**src/hw/rtl/trifs_pkg.sv**
```systemverilog
package trifs_pkg;

    localparam int unsigned NUM_CHAN   = 4;
    localparam int unsigned NUM_VERT   = 3;
    localparam int unsigned QUO_BITS   = 8;
    localparam logic [7:0]  CHAN_MAX   = 8'hFF;
    localparam logic [15:0] DIV255_MUL = 16'h8081;
    localparam int unsigned DIV255_SH  = 23;

    typedef logic [7:0] t_chan;
    typedef logic [NUM_CHAN-1:0][7:0] t_rgba;

    function automatic t_chan chan_of(input logic [31:0] c, input int unsigned k);
        return c[8*k +: 8];
    endfunction

endpackage

```
**src/hw/rtl/trifs_blend.sv**
```systemverilog
module trifs_blend
    import trifs_pkg::*;
(
    input  logic        i_clk,
    input  logic        i_rst_n,
    input  logic        i_valid,
    output logic        o_stall,
    input  logic        i_inside,
    input  t_rgba       i_src,
    input  logic [31:0] i_dest_color,
    output logic        o_valid,
    input  logic        i_stall,
    output logic        o_covered,
    output logic [31:0] o_result_color
);

    localparam int N = 3;

    logic [N-1:0] r_v;
    logic [N:0]   en;
    logic         r_in  [0:N-2];
    logic [31:0]  r_dst [0:N-2];
    logic [15:0]  r_m   [0:2];
    logic [31:0]  r_p   [0:2];
    logic         r_cov;
    logic [31:0]  r_res;
    logic [31:0]  n_res;

    always_comb begin
        en[N] = !i_stall;
        for (int k = N - 1; k >= 0; k--) begin
            en[k] = !r_v[k] || en[k+1];
        end
    end

    always_ff @(posedge i_clk) begin
        if (!i_rst_n) begin
            r_v <= '0;
        end else begin
            if (en[0]) r_v[0] <= i_valid;
            for (int k = 1; k < N; k++) begin
                if (en[k]) r_v[k] <= r_v[k-1];
            end
        end
    end

    // x / 255 as (x * 0x8081) >> 23, exact for 16-bit x
    always_comb begin
        n_res = r_dst[1];
        if (r_in[1]) begin
            for (int k = 0; k < 3; k++) begin
                n_res[8*k +: 8] = r_p[k][DIV255_SH +: 8];
            end
        end
    end

    always_ff @(posedge i_clk) begin
        if (en[0]) begin
            r_in[0]  <= i_inside;
            r_dst[0] <= i_dest_color;
            for (int k = 0; k < 3; k++) begin
                r_m[k] <= 16'(chan_of(i_dest_color, k)) * 16'(CHAN_MAX - i_src[3])
                        + 16'(i_src[k]) * 16'(i_src[3]);
            end
        end
        if (en[1]) begin
            r_in[1]  <= r_in[0];
            r_dst[1] <= r_dst[0];
            for (int k = 0; k < 3; k++) begin
                r_p[k] <= 32'(r_m[k]) * 32'(DIV255_MUL);
            end
        end
        if (en[2]) begin
            r_cov <= r_in[1];
            r_res <= n_res;
        end
    end

    assign o_stall        = !en[0];
    assign o_valid        = r_v[N-1];
    assign o_covered      = r_cov;
    assign o_result_color = r_res;

endmodule
```
**config.mk**
```make
export PLATFORM = sky130hd
export DESIGN_NAME = trifs_blend
export DESIGN_NICKNAME = d
export VERILOG_FILES = /design/src/hw/rtl/trifs_pkg.sv /design/src/hw/rtl/trifs_blend.sv
export SDC_FILE = /design/constraint.sdc
export NUM_CORES = 1
export LEC_CHECK = 0
export ABC_AREA = 1
export ABC_CLOCK_PERIOD_IN_PS = 5700
export BUFFER_PORTS_ARGS = -buffer_cell sky130_fd_sc_hd__buf_2
export CAP_MARGIN = 10
export CORE_UTILIZATION = 56
export CTS_CLUSTER_DIAMETER = 80
export DETAILED_ROUTE_END_ITERATION = 10
export GPL_ROUTABILITY_DRIVEN = 0
export PLACE_DENSITY_LB_ADDON = 0.25
export SLEW_MARGIN = 20
export SYNTH_ARGS = -nofsm -noshare
export SYNTH_HDL_FRONTEND = slang
export SYNTH_SLANG_ARGS = --single-unit
```
**constraint.sdc**
```tcl
create_clock -name i_clk -period 5.7 [get_ports i_clk]
set_input_delay 0.285 -clock i_clk [delete_from_list [all_inputs] [get_ports i_clk]]
set_output_delay 0.285 -clock i_clk [all_outputs]
set_load 0.05 [all_outputs]
```
==> run metrics <==
outcome finished, final reports clean; Compound-Gate Fraction of Synth Area 3.82%; final max-slew violation count 0; crit path launch type input pin; Layout fillers 3547; drt first pass iters 5; Hold Path Sink r_dst[0][29]; final setup vio count 0; Worst Path Arrival 5.40 ns; slowest CP cell fa_1; number of global-route vias before repair 18.8k; initial antenna violation count 8; DRC 0; Clock Path Buffers 2; CP Class in2reg; area delta synth->final 7.95%; worst r2r path cells 12; Mapped Cells 2735; area share of the largest cell type after synthesis 24.1%; critical path fanouts, max 11; Max Freq 193 MHz; count leader, synth inv_1; Buffers on Ports 103; gr busiest metal met2; GRT met3 Usage 4.71%; period utilisation layout 91.0%; worst slew pin tran 0.921 ns; Core Footprint 0.0419 mm^2; Die H 208 um; largest net degree at the start of global routing 60; post-DP HPWL 44300 um; Vias 18.0k; mux contribution to synthesized area 1.13%; Fin. Hold Viols 0; register area 0.00519 mm^2; Clock Latency Late Sink 0.46 ns; final net count 3563; cell taking the most area after synthesis fa_1; HP Start i_dest_color[29]; worst reg2reg path endpoint r_p[0][58]; Crit path top cell by count fa_1; post-route clock skew 0.0150 ns; crit path cell chain buf_2 -> clkinv_1 -> nand2_1 -> fa_1 -> fa_1 -> fa_1 -> inv_1 -> fa_1 -> fa_1 -> inv_1 -> fa_1 -> inv_1 -> ha_1 -> a21oi_1 -> nor2_1 -> nor2_1 -> nand3_1 -> nand2_1 -> nand2_1 -> nand2_1 -> nand2_1; #FFs+latches synth 174; Worst-path clk slew 0.08 ns; Total Routing Usage GR 26.1%; FFs w/ async S/R, synth 0%; met1 usage 33.5%; global-route wire length before repair 89500 um; Post-Synth Simple-Gate Area 15.6%; H-tree levels 4; WP data required 5.91 ns; fin worst setup slack 0.514 ns; slowest stage delay, CP 0.54 ns; Place WS 0.114 ns; post-synthesis xor/xnor area fraction 1.73%; Syn Area/Cell 8.71 um^2; CTS tree built; Netlist Area Pre-Place 0.0238 mm^2; sequential fraction of the synthesis area 21.8%; Hold/Removal Path Class in2reg; final wirelength 53400 um; reg2reg start r_m[0][30]; root buf cell clkbuf_16; Synth Flop Type edfxtp_1; RSZ-0062 raised after global routing no; Die Wd 208 um; DR vias/cell 5.31; Synth cell types 39; PostCTS Resize Cnt 0; Multi-input gate area 0.0159 mm^2; GRT overflow 0; max-cap violation count 0; row count 75; Commonest cells post-synth inv_1 (662), nand2_1 (583), ha_1 (384); slew margin rel. 38.4%; CTS Sinks 174; Worst R2R Setup Slack 2.26 ns; Detail Route Antenna Nets 0; Warnings, synthesis 0; Hold Path Stages 1; Final min period 5.19 ns; crit end category flop; post-synthesis adder-cell area fraction 44.3%; DRT iter0 DRCs 1161; number of flops mapped to enable cells by yosys 171; routed len/inst 15.8 um; top area cells in the synthesized netlist fa_1 (24%), edfxtp_1 (22%), ha_1 (20%); Num CTS Buffers 17; share of post-route cells with drive strength above 1 7.76%; met2 Resource Use GR 43.9%; Starting Density 56.8%; Die ar. 0.0434 mm^2; ports placed on the boundary 104; Fin Setup TNS 0 ns; largest family of logic cells by synthesized area adder cells
area by class of cell:
cell class | instances | share of cell area, %
repair buffers | 134 | 3.21
clock buffers | 17 | 1.65
flip-flops and latches | 174 | 20.2
inverters | 668 | 9.75
clock inverters | 15 | 0.812
diodes | 6 | 0.0584
multi-input cells | 1828 | 61.7
well taps | 539 | 2.62
layout by cell type, fill, tap and decap left out, types with 8 or more instances in the layout:
master	instances
nand3_1	66
nand2_1	582
ha_1	384
mux2_2	24
nor2_1	205
inv_1	660
nor3_1	9
a21oi_1	89
buf_2	103
fa_1	287
xnor2_1	20
o21ai_0	44
clkinv_8	8
nand4_1	22
a21o_1	11
xor2_1	27
edfxtp_1	171
o21bai_1	9
buf_4	20
nand2_2	11
clkbuf_16	17
nor2_2	10
critical path: cells and delay by family:
kind / cells / cell delay, ns
buf+inv: 5 / 0.82
simple gates: 8 / 0.76
fa+ha+maj: 7 / 3.31
compound gates: 1 / 0.23
layer usage:
metal	vias up	part of all wire (%)
met2	601	48
met1	8658	42
li1	8588	-
met5	-	0.043
met3	106	6.8
met4	4	2.9
state kept, by name, summed over array words and instances, names as in the netlist:
signal / flops
r_p: 24
o_result_color: 32
r_in: 2
r_v: 3
r_dst: 64
r_m: 48
o_covered: 1
cell families after synthesis:
logic type               count (synthesis)
other                                    1
AND/OR/NAND/NOR                        917
adder cells (fa/ha/maj)                671
XOR/XNOR                                47
flip-flops                             174
AO/OA/AOI/OAI                          166
buffers and inverters                  735
multiplexers                            24
worst max-delay path by stage:
stage | startpoint | endpoint | cells after the start
5_1_grt | i_src[27] | r_m[0][47] | 21
3_5_place_dp | i_src[27] | r_m[0][11] | 18
3_3_place_gp | i_src[27] | r_m[0][15] | 19
4_1_cts | i_src[27] | r_m[0][47] | 21
2_1_floorplan | r_v[2] | r_dst[0][0] | 5
6_report | i_src[27] | r_m[0][47] | 21
per-stage QoR:
step | hold WS (ns) | area [um^2] | instances | util (%)
after floorplan | 0.384 | 23800 | 2737 | -
after global placement | 0.402 | 25000 | 3337 | 59.6
after detailed placement | 0.405 | 25000 | 3337 | 59.6
after CTS | 0.000218 | 25700 | 3374 | 61.3
after global routing | 0.00162 | 25700 | 3381 | 61.3
final | 0.0228 | 25700 | 3381 | 61.3
what timing repair did:
| item | 4_1_cts | 5_1_grt |
|---|---|---|
| hold buffers | 5 | 1 |
| endpoints found under the hold margin | 5 | 1 |
| setup buffers | 0 | 0 |
Power is not shown: default switching activity piles up to over one toggle a cycle in this logic, so the estimate is an artifact.
