==> src/hw/rtl/trifs_pkg.sv <==
package trifs_pkg;

    localparam int unsigned NUM_CHAN   = 4;
    localparam int unsigned NUM_VERT   = 3;
    localparam int unsigned QUO_BITS   = 8;
    localparam logic [7:0]  CHAN_MAX   = 8'hFF;
    localparam logic [15:0] DIV255_MUL = 16'h8081;
    localparam int unsigned DIV255_SH  = 23;

    typedef logic [7:0] t_chan;
    typedef logic [NUM_CHAN-1:0][7:0] t_rgba;

    function automatic t_chan chan_of(input logic [31:0] c, input int unsigned k);
        return c[8*k +: 8];
    endfunction

endpackage

==> src/hw/rtl/trifs_setup.sv <==
module trifs_setup
    import trifs_pkg::*;
#(
    parameter int CW = 12,
    localparam int DW = ((CW > 12) ? CW : 12) + 1,
    localparam int PW = 2 * DW,
    localparam int UW = PW + 3
) (
    input  logic                 i_clk,
    input  logic                 i_rst_n,
    input  logic                 i_valid,
    output logic                 o_stall,
    input  logic signed [CW-1:0] i_ax,
    input  logic signed [CW-1:0] i_ay,
    input  logic signed [CW-1:0] i_bx,
    input  logic signed [CW-1:0] i_by_coord,
    input  logic signed [CW-1:0] i_cx,
    input  logic signed [CW-1:0] i_cy,
    input  logic [10:0]          i_pixel_x,
    input  logic [10:0]          i_pixel_y,
    input  logic [31:0]          i_color_a,
    input  logic [31:0]          i_color_b,
    input  logic [31:0]          i_color_c,
    input  logic [31:0]          i_dest_color,
    output logic                 o_valid,
    input  logic                 i_stall,
    output logic                 o_inside,
    output logic [UW-1:0]        o_det,
    output logic [UW-1:0]        o_u1,
    output logic [UW-1:0]        o_u2,
    output logic [UW-1:0]        o_u3,
    output logic [31:0]          o_color_a,
    output logic [31:0]          o_color_b,
    output logic [31:0]          o_color_c,
    output logic [31:0]          o_dest_color
);

    localparam int N = 5;

    logic [N-1:0] r_v;
    logic [N:0]   en;
    logic [31:0]  r_cd [0:N-1][0:3];

    logic signed [DW-1:0] r_xbc, r_ybc, r_xca, r_yca, r_xcp, r_ycp;
    logic signed [PW-1:0] r_pd1, r_pd2, r_pa1, r_pb1, r_pa2, r_pb2;
    logic signed [PW:0]   r3_det, r3_u1, r3_u2;
    logic signed [UW-1:0] r4_det, r4_u1, r4_u2, r4_u3;
    logic                 r5_in;
    logic [UW-1:0]        r5_det, r5_u1, r5_u2, r5_u3;

    logic                 n_in, n_neg;

    always_comb begin
        en[N] = !i_stall;
        for (int k = N - 1; k >= 0; k--) begin
            en[k] = !r_v[k] || en[k+1];
        end
    end

    always_ff @(posedge i_clk) begin
        if (!i_rst_n) begin
            r_v <= '0;
        end else begin
            if (en[0]) r_v[0] <= i_valid;
            for (int k = 1; k < N; k++) begin
                if (en[k]) r_v[k] <= r_v[k-1];
            end
        end
    end

    always_comb begin
        n_neg = r4_det[UW-1];
        n_in  = (r4_det != '0)
             && ((r4_u1 == '0) || (r4_u1[UW-1] == n_neg))
             && ((r4_u2 == '0) || (r4_u2[UW-1] == n_neg))
             && ((r4_u3 == '0) || (r4_u3[UW-1] == n_neg));
    end

    always_ff @(posedge i_clk) begin
        if (en[0]) begin
            r_cd[0][0] <= i_color_a;
            r_cd[0][1] <= i_color_b;
            r_cd[0][2] <= i_color_c;
            r_cd[0][3] <= i_dest_color;
            r_xbc <= DW'(i_cx) - DW'(i_bx);
            r_ybc <= DW'(i_cy) - DW'(i_by_coord);
            r_xca <= DW'(i_ax) - DW'(i_cx);
            r_yca <= DW'(i_ay) - DW'(i_cy);
            r_xcp <= DW'($signed({1'b0, i_pixel_x})) - DW'(i_cx);
            r_ycp <= DW'($signed({1'b0, i_pixel_y})) - DW'(i_cy);
        end
        for (int k = 1; k < N; k++) begin
            if (en[k]) r_cd[k] <= r_cd[k-1];
        end
        if (en[1]) begin
            r_pd1 <= r_xbc * r_yca;
            r_pd2 <= r_xca * r_ybc;
            r_pa1 <= r_xbc * r_ycp;
            r_pb1 <= r_xcp * r_ybc;
            r_pa2 <= r_xca * r_ycp;
            r_pb2 <= r_xcp * r_yca;
        end
        if (en[2]) begin
            r3_det <= (PW+1)'(r_pd1) - (PW+1)'(r_pd2);
            r3_u1  <= (PW+1)'(r_pa1) - (PW+1)'(r_pb1);
            r3_u2  <= (PW+1)'(r_pa2) - (PW+1)'(r_pb2);
        end
        if (en[3]) begin
            r4_det <= UW'(r3_det);
            r4_u1  <= UW'(r3_u1);
            r4_u2  <= UW'(r3_u2);
            r4_u3  <= UW'(r3_det) - UW'(r3_u1) - UW'(r3_u2);
        end
        if (en[4]) begin
            r5_in  <= n_in;
            r5_det <= n_neg ? UW'(-r4_det) : UW'(r4_det);
            r5_u1  <= n_neg ? UW'(-r4_u1)  : UW'(r4_u1);
            r5_u2  <= n_neg ? UW'(-r4_u2)  : UW'(r4_u2);
            r5_u3  <= n_neg ? UW'(-r4_u3)  : UW'(r4_u3);
        end
    end

    assign o_stall      = !en[0];
    assign o_valid      = r_v[N-1];
    assign o_inside     = r5_in;
    assign o_det        = r5_det;
    assign o_u1         = r5_u1;
    assign o_u2         = r5_u2;
    assign o_u3         = r5_u3;
    assign o_color_a    = r_cd[N-1][0];
    assign o_color_b    = r_cd[N-1][1];
    assign o_color_c    = r_cd[N-1][2];
    assign o_dest_color = r_cd[N-1][3];

endmodule

==> config.mk <==
export PLATFORM = sky130hd
export DESIGN_NAME = trifs_setup
export DESIGN_NICKNAME = d
export VERILOG_FILES = /design/src/hw/rtl/trifs_pkg.sv /design/src/hw/rtl/trifs_setup.sv
export SDC_FILE = /design/constraint.sdc
export NUM_CORES = 2
export LEC_CHECK = 0
export BUFFER_PORTS_ARGS = -buffer_cell sky130_fd_sc_hd__buf_2
export CORE_UTILIZATION = 50
export CTS_BUF_LIST = sky130_fd_sc_hd__clkbuf_4
export DETAILED_ROUTE_END_ITERATION = 10
export PLACE_DENSITY = 0.65
export REMOVE_ABC_BUFFERS = 1
export SYNTH_ARGS = -nofsm -noshare
export SYNTH_HDL_FRONTEND = slang
export SYNTH_SLANG_ARGS = --single-unit
export TNS_END_PERCENT = 5
==> constraint.sdc <==
create_clock -name i_clk -period 20.5 [get_ports i_clk]
set_input_delay 5.125 -clock i_clk [delete_from_list [all_inputs] [get_ports i_clk]]
set_output_delay 5.125 -clock i_clk [all_outputs]
set_load 0.1 [all_outputs]
==> impl_metrics.yaml <==
yosys:
  syn_avg_cell_area_um2: 12.0
  yosys-top-cells-count: "1306 x inv_1, 1182 x edfxtp_1, 1008 x fa_1"
  netlist_area_um2: 85400
  ys_ff_latch: 1187
  synth_top_flop_cell: "edfxtp_1"
  ys_seq_area_share_pct: 41.7
  netlist_instances: 7099
  synth_edf_count: 1182
  synth_warnings: 0
  synthDistinctLibCells: 71
  ys_top_cells_by_area: "edfxtp_1 42%, fa_1 24%, ha_1 8.6%, inv_1 5.7%, xnor2_1 3.4%"
  synth_top_cell_area_share_pct: 41.5
  synth_top_area_cell: "edfxtp_1"
  synth_most_common_cell: "inv_1"
  async_flop_share_pct: 0
worst_setup_path:
  critPathMaxFanout: 18
  crit_cells: 6
  cp-endpoint: "o_stall"
  cp.arrival_ns: 7.06
  cp_top_family: "simple AND/OR/NAND/NOR gates"
  cp-start-kind: "primary input"
  timing.critical_path.buf_inv: 3
  worstSetupEndpointType: "output pin"
  cp-startpoint: "i_stall"
  path_common_cell: "buf_2"
  cp_slowest_cell: "and2_1"
  reg2reg_from: "r_yca[1]"
  r2r_slack_ns: 13.00
  max_stage_delay_ns: 0.45
  path_cells: "buf_2 -> and3_1 -> and2_1 -> nand3_4 -> inv_1 -> buf_2"
  critPathKind: "in2out"
  r2r_cells: 19
  required_ns: 15.38
  crit-reg2reg-capture: "r_pb2[25]"
sta:
  timing.hold.ws_ns: 0.323
  clock_skew_ns: 0.140
  max_freq_mhz: 82.1
  hold_viol: 0
  setup_viol: 0
  finalMaxSlewViolations: 0
  final.setup.tns_ns: 0
  slew_headroom_pct: 12.8
  tightest_slew_ns: 1.31
  rsz0062_at_grt: "false"
  period_minus_slack_ns: 12.18
  min_period_over_period_pct: 59.4
grt:
  grt_pass1_wl_mm: 308
  antenna_found_initial: 22
  grt_usage_pct: 23.2
  overflow: 0
  grt_max_degree: 159
  grt_pass1_vias: 55500
detailed_routing:
  wl_per_cell_um: 19.4
  ant_nets: 0
  viasPerCell: 5.19
  vias: 52400
  drcViolationCount: 0
  dr.first_iter.drc_count: 3233
  dr.pass1.iters: 7
  drt-total-wl_mm: 195
place:
  gp_congestion: 0.895
  placed_area_um2: 89700
  dp_hpwl_mm: 149
  io_buffers: 472
clock_tree:
  h-tree-depth: 5
  cts_tree: "built"
  clockRootBuffer: "clkbuf_4"
  clock_latency_ns: 1.27
  numCtsBuffers: 309
  cts_setup_buffers: 0
  clock_path_buffers: 4
  cts_resized: 0
  clk_transition_reported_paths_ns: 0.06
  cts.sink_count: 1187
  postCtsHoldBufs: 0
floorplanning:
  initial_core_util_pct: 50.4
  io_pins: 473
  core_um2: 169000
  rows: 151
  die_h_um: 415
  die_w_um: 415
  die_area_um2: 173000
final_layout:
  fillCellCount: 14200
  finalNetCount: 9481
  utilization_pct: 55.1
  drive_gt1_share_pct: 13.5
  stdcell_area_um2: 93300
  synthToLayoutAreaGrowth_pct: 9.23
status:
  outcome: "complete, no violations"
worst_hold_path:
  hp-start: "r_cd[0][166]"
  worstHoldPathType: "reg2reg"
job:
  cap_violations: 0
-- area by class of cell --
cell class | count | area (um2) | area share (%)
clock buffers | 443 | 3330 | 3.56
well taps | 2218 | 2780 | 2.97
repair buffers | 557 | 3010 | 3.23
multi-input cells | 4302 | 43400 | 46.5
inverters | 1306 | 4920 | 5.27
clock inverters | 60 | 324 | 0.347
diodes | 11 | 27.5 | 0.0295
flip-flops and latches | 1187 | 35600 | 38.1
-- per-stage QoR --
| step | instances | setup slack, ns |
|---|---|---|
| after floorplan | 6795 | 2.09 |
| after global placement | 9570 | 8.33 |
| after detailed placement | 9570 | 8.32 |
| after CTS | 10100 | 8.30 |
| after global routing | 10100 | 8.18 |
| final | 10100 | 8.32 |
-- kinds of logic (layout without fill, tap and decap cells) --
logic type,Yosys count,count (layout),share of synthesized area [%]
AO/OA/AOI/OAI,662,662,5.02
XOR/XNOR,392,392,4.02
adder cells (fa/ha/maj),1592,1592,32.2
buffers and inverters,1611,2366,7.64
flip-flops,1187,1187,41.7
AND/OR/NAND/NOR,1650,1650,9.44
other,1,13,0.00439
multiplexers,4,4,0.0469
-- cells in the final DEF, fill, tap and decap left out, types with 11 or more instances in the layout --
master | synthesis | final
clkbuf_4 | 0 | 443
ha_1 | 584 | 584
o211ai_1 | 17 | 17
a31oi_1 | 24 | 24
a21boi_0 | 25 | 25
or2_2 | 18 | 18
nand3_1 | 40 | 39
nor2_1 | 236 | 236
o41ai_1 | 30 | 30
nand2_1 | 643 | 641
fa_1 | 1008 | 1008
o21a_1 | 49 | 49
o31ai_1 | 31 | 31
xor2_1 | 62 | 62
and3_1 | 18 | 18
a211oi_1 | 19 | 19
clkinv_1 | 0 | 40
buf_2 | 1 | 472
buf_4 | 128 | 84
a21oi_1 | 154 | 154
o21ai_0 | 159 | 159
nand2b_1 | 64 | 64
and2_1 | 448 | 448
nor2b_1 | 49 | 49
inv_1 | 1306 | 1304
o21bai_1 | 25 | 25
a21o_1 | 68 | 68
diode_2 | 0 | 11
nor3_1 | 59 | 59
edfxtp_1 | 1182 | 1182
clkinv_2 | 0 | 12
or3_1 | 28 | 28
xnor2_1 | 330 | 330
-- how the worst min path moves through the flow --
stage	endpoint	slack [ns]	cells after the start
final	r_cd[0][294]	0.32	0
after global routing	r_cd[0][294]	0.32	0
after CTS	r_cd[0][294]	0.29	0
after detailed placement	r_cd[0][136]	0.40	0
after global placement	r_cd[0][506]	0.40	0
after floorplan	r_cd[0][128]	0.40	0
-- per-layer routing --
| layer | track usage (%) | share of wire [%] | wire [um] | up-vias |
|---|---|---|---|---|
| met5 | 0 | 0.075 | 147 | - |
| met1 | 30.9 | 43 | 83700 | 26100 |
| met2 | 37.9 | 47 | 91400 | 1773 |
| li1 | - | - | - | 24100 |
| met3 | 4.59 | 7.0 | 13600 | 354 |
| met4 | 8.43 | 3.4 | 6570 | 20 |
-- worst register-to-register path, cell delays in order (launching register included) --
cell      delay, ns
edfxtp_1       1.21
nand2_1        0.31
fa_1           0.63
fa_1           0.64
fa_1           0.60
inv_1          0.06
fa_1           0.53
inv_1          0.05
fa_1           0.47
inv_1          0.04
ha_1           0.27
ha_1           0.34
a21o_1         0.18
a21oi_1        0.35
nand2_1        0.12
a211oi_1       0.49
nor3_1         0.17
or3_1          0.38
a21oi_1        0.18
xnor2_1        0.29
-- flip-flops by register name (all words and copies together), names as in the netlist, 27 cells and up --
name    count
o_u1       29
o_u2       29
r3_u2      27
o_det      29
r3_u1      27
r4_u1      27
o_u3       29
r3_det     27
r_cd      640
r4_u2      27
r4_det     27
r4_u3      29
Power is not shown: default switching activity piles up to over one toggle a cycle in this logic, so the estimate is an artifact.
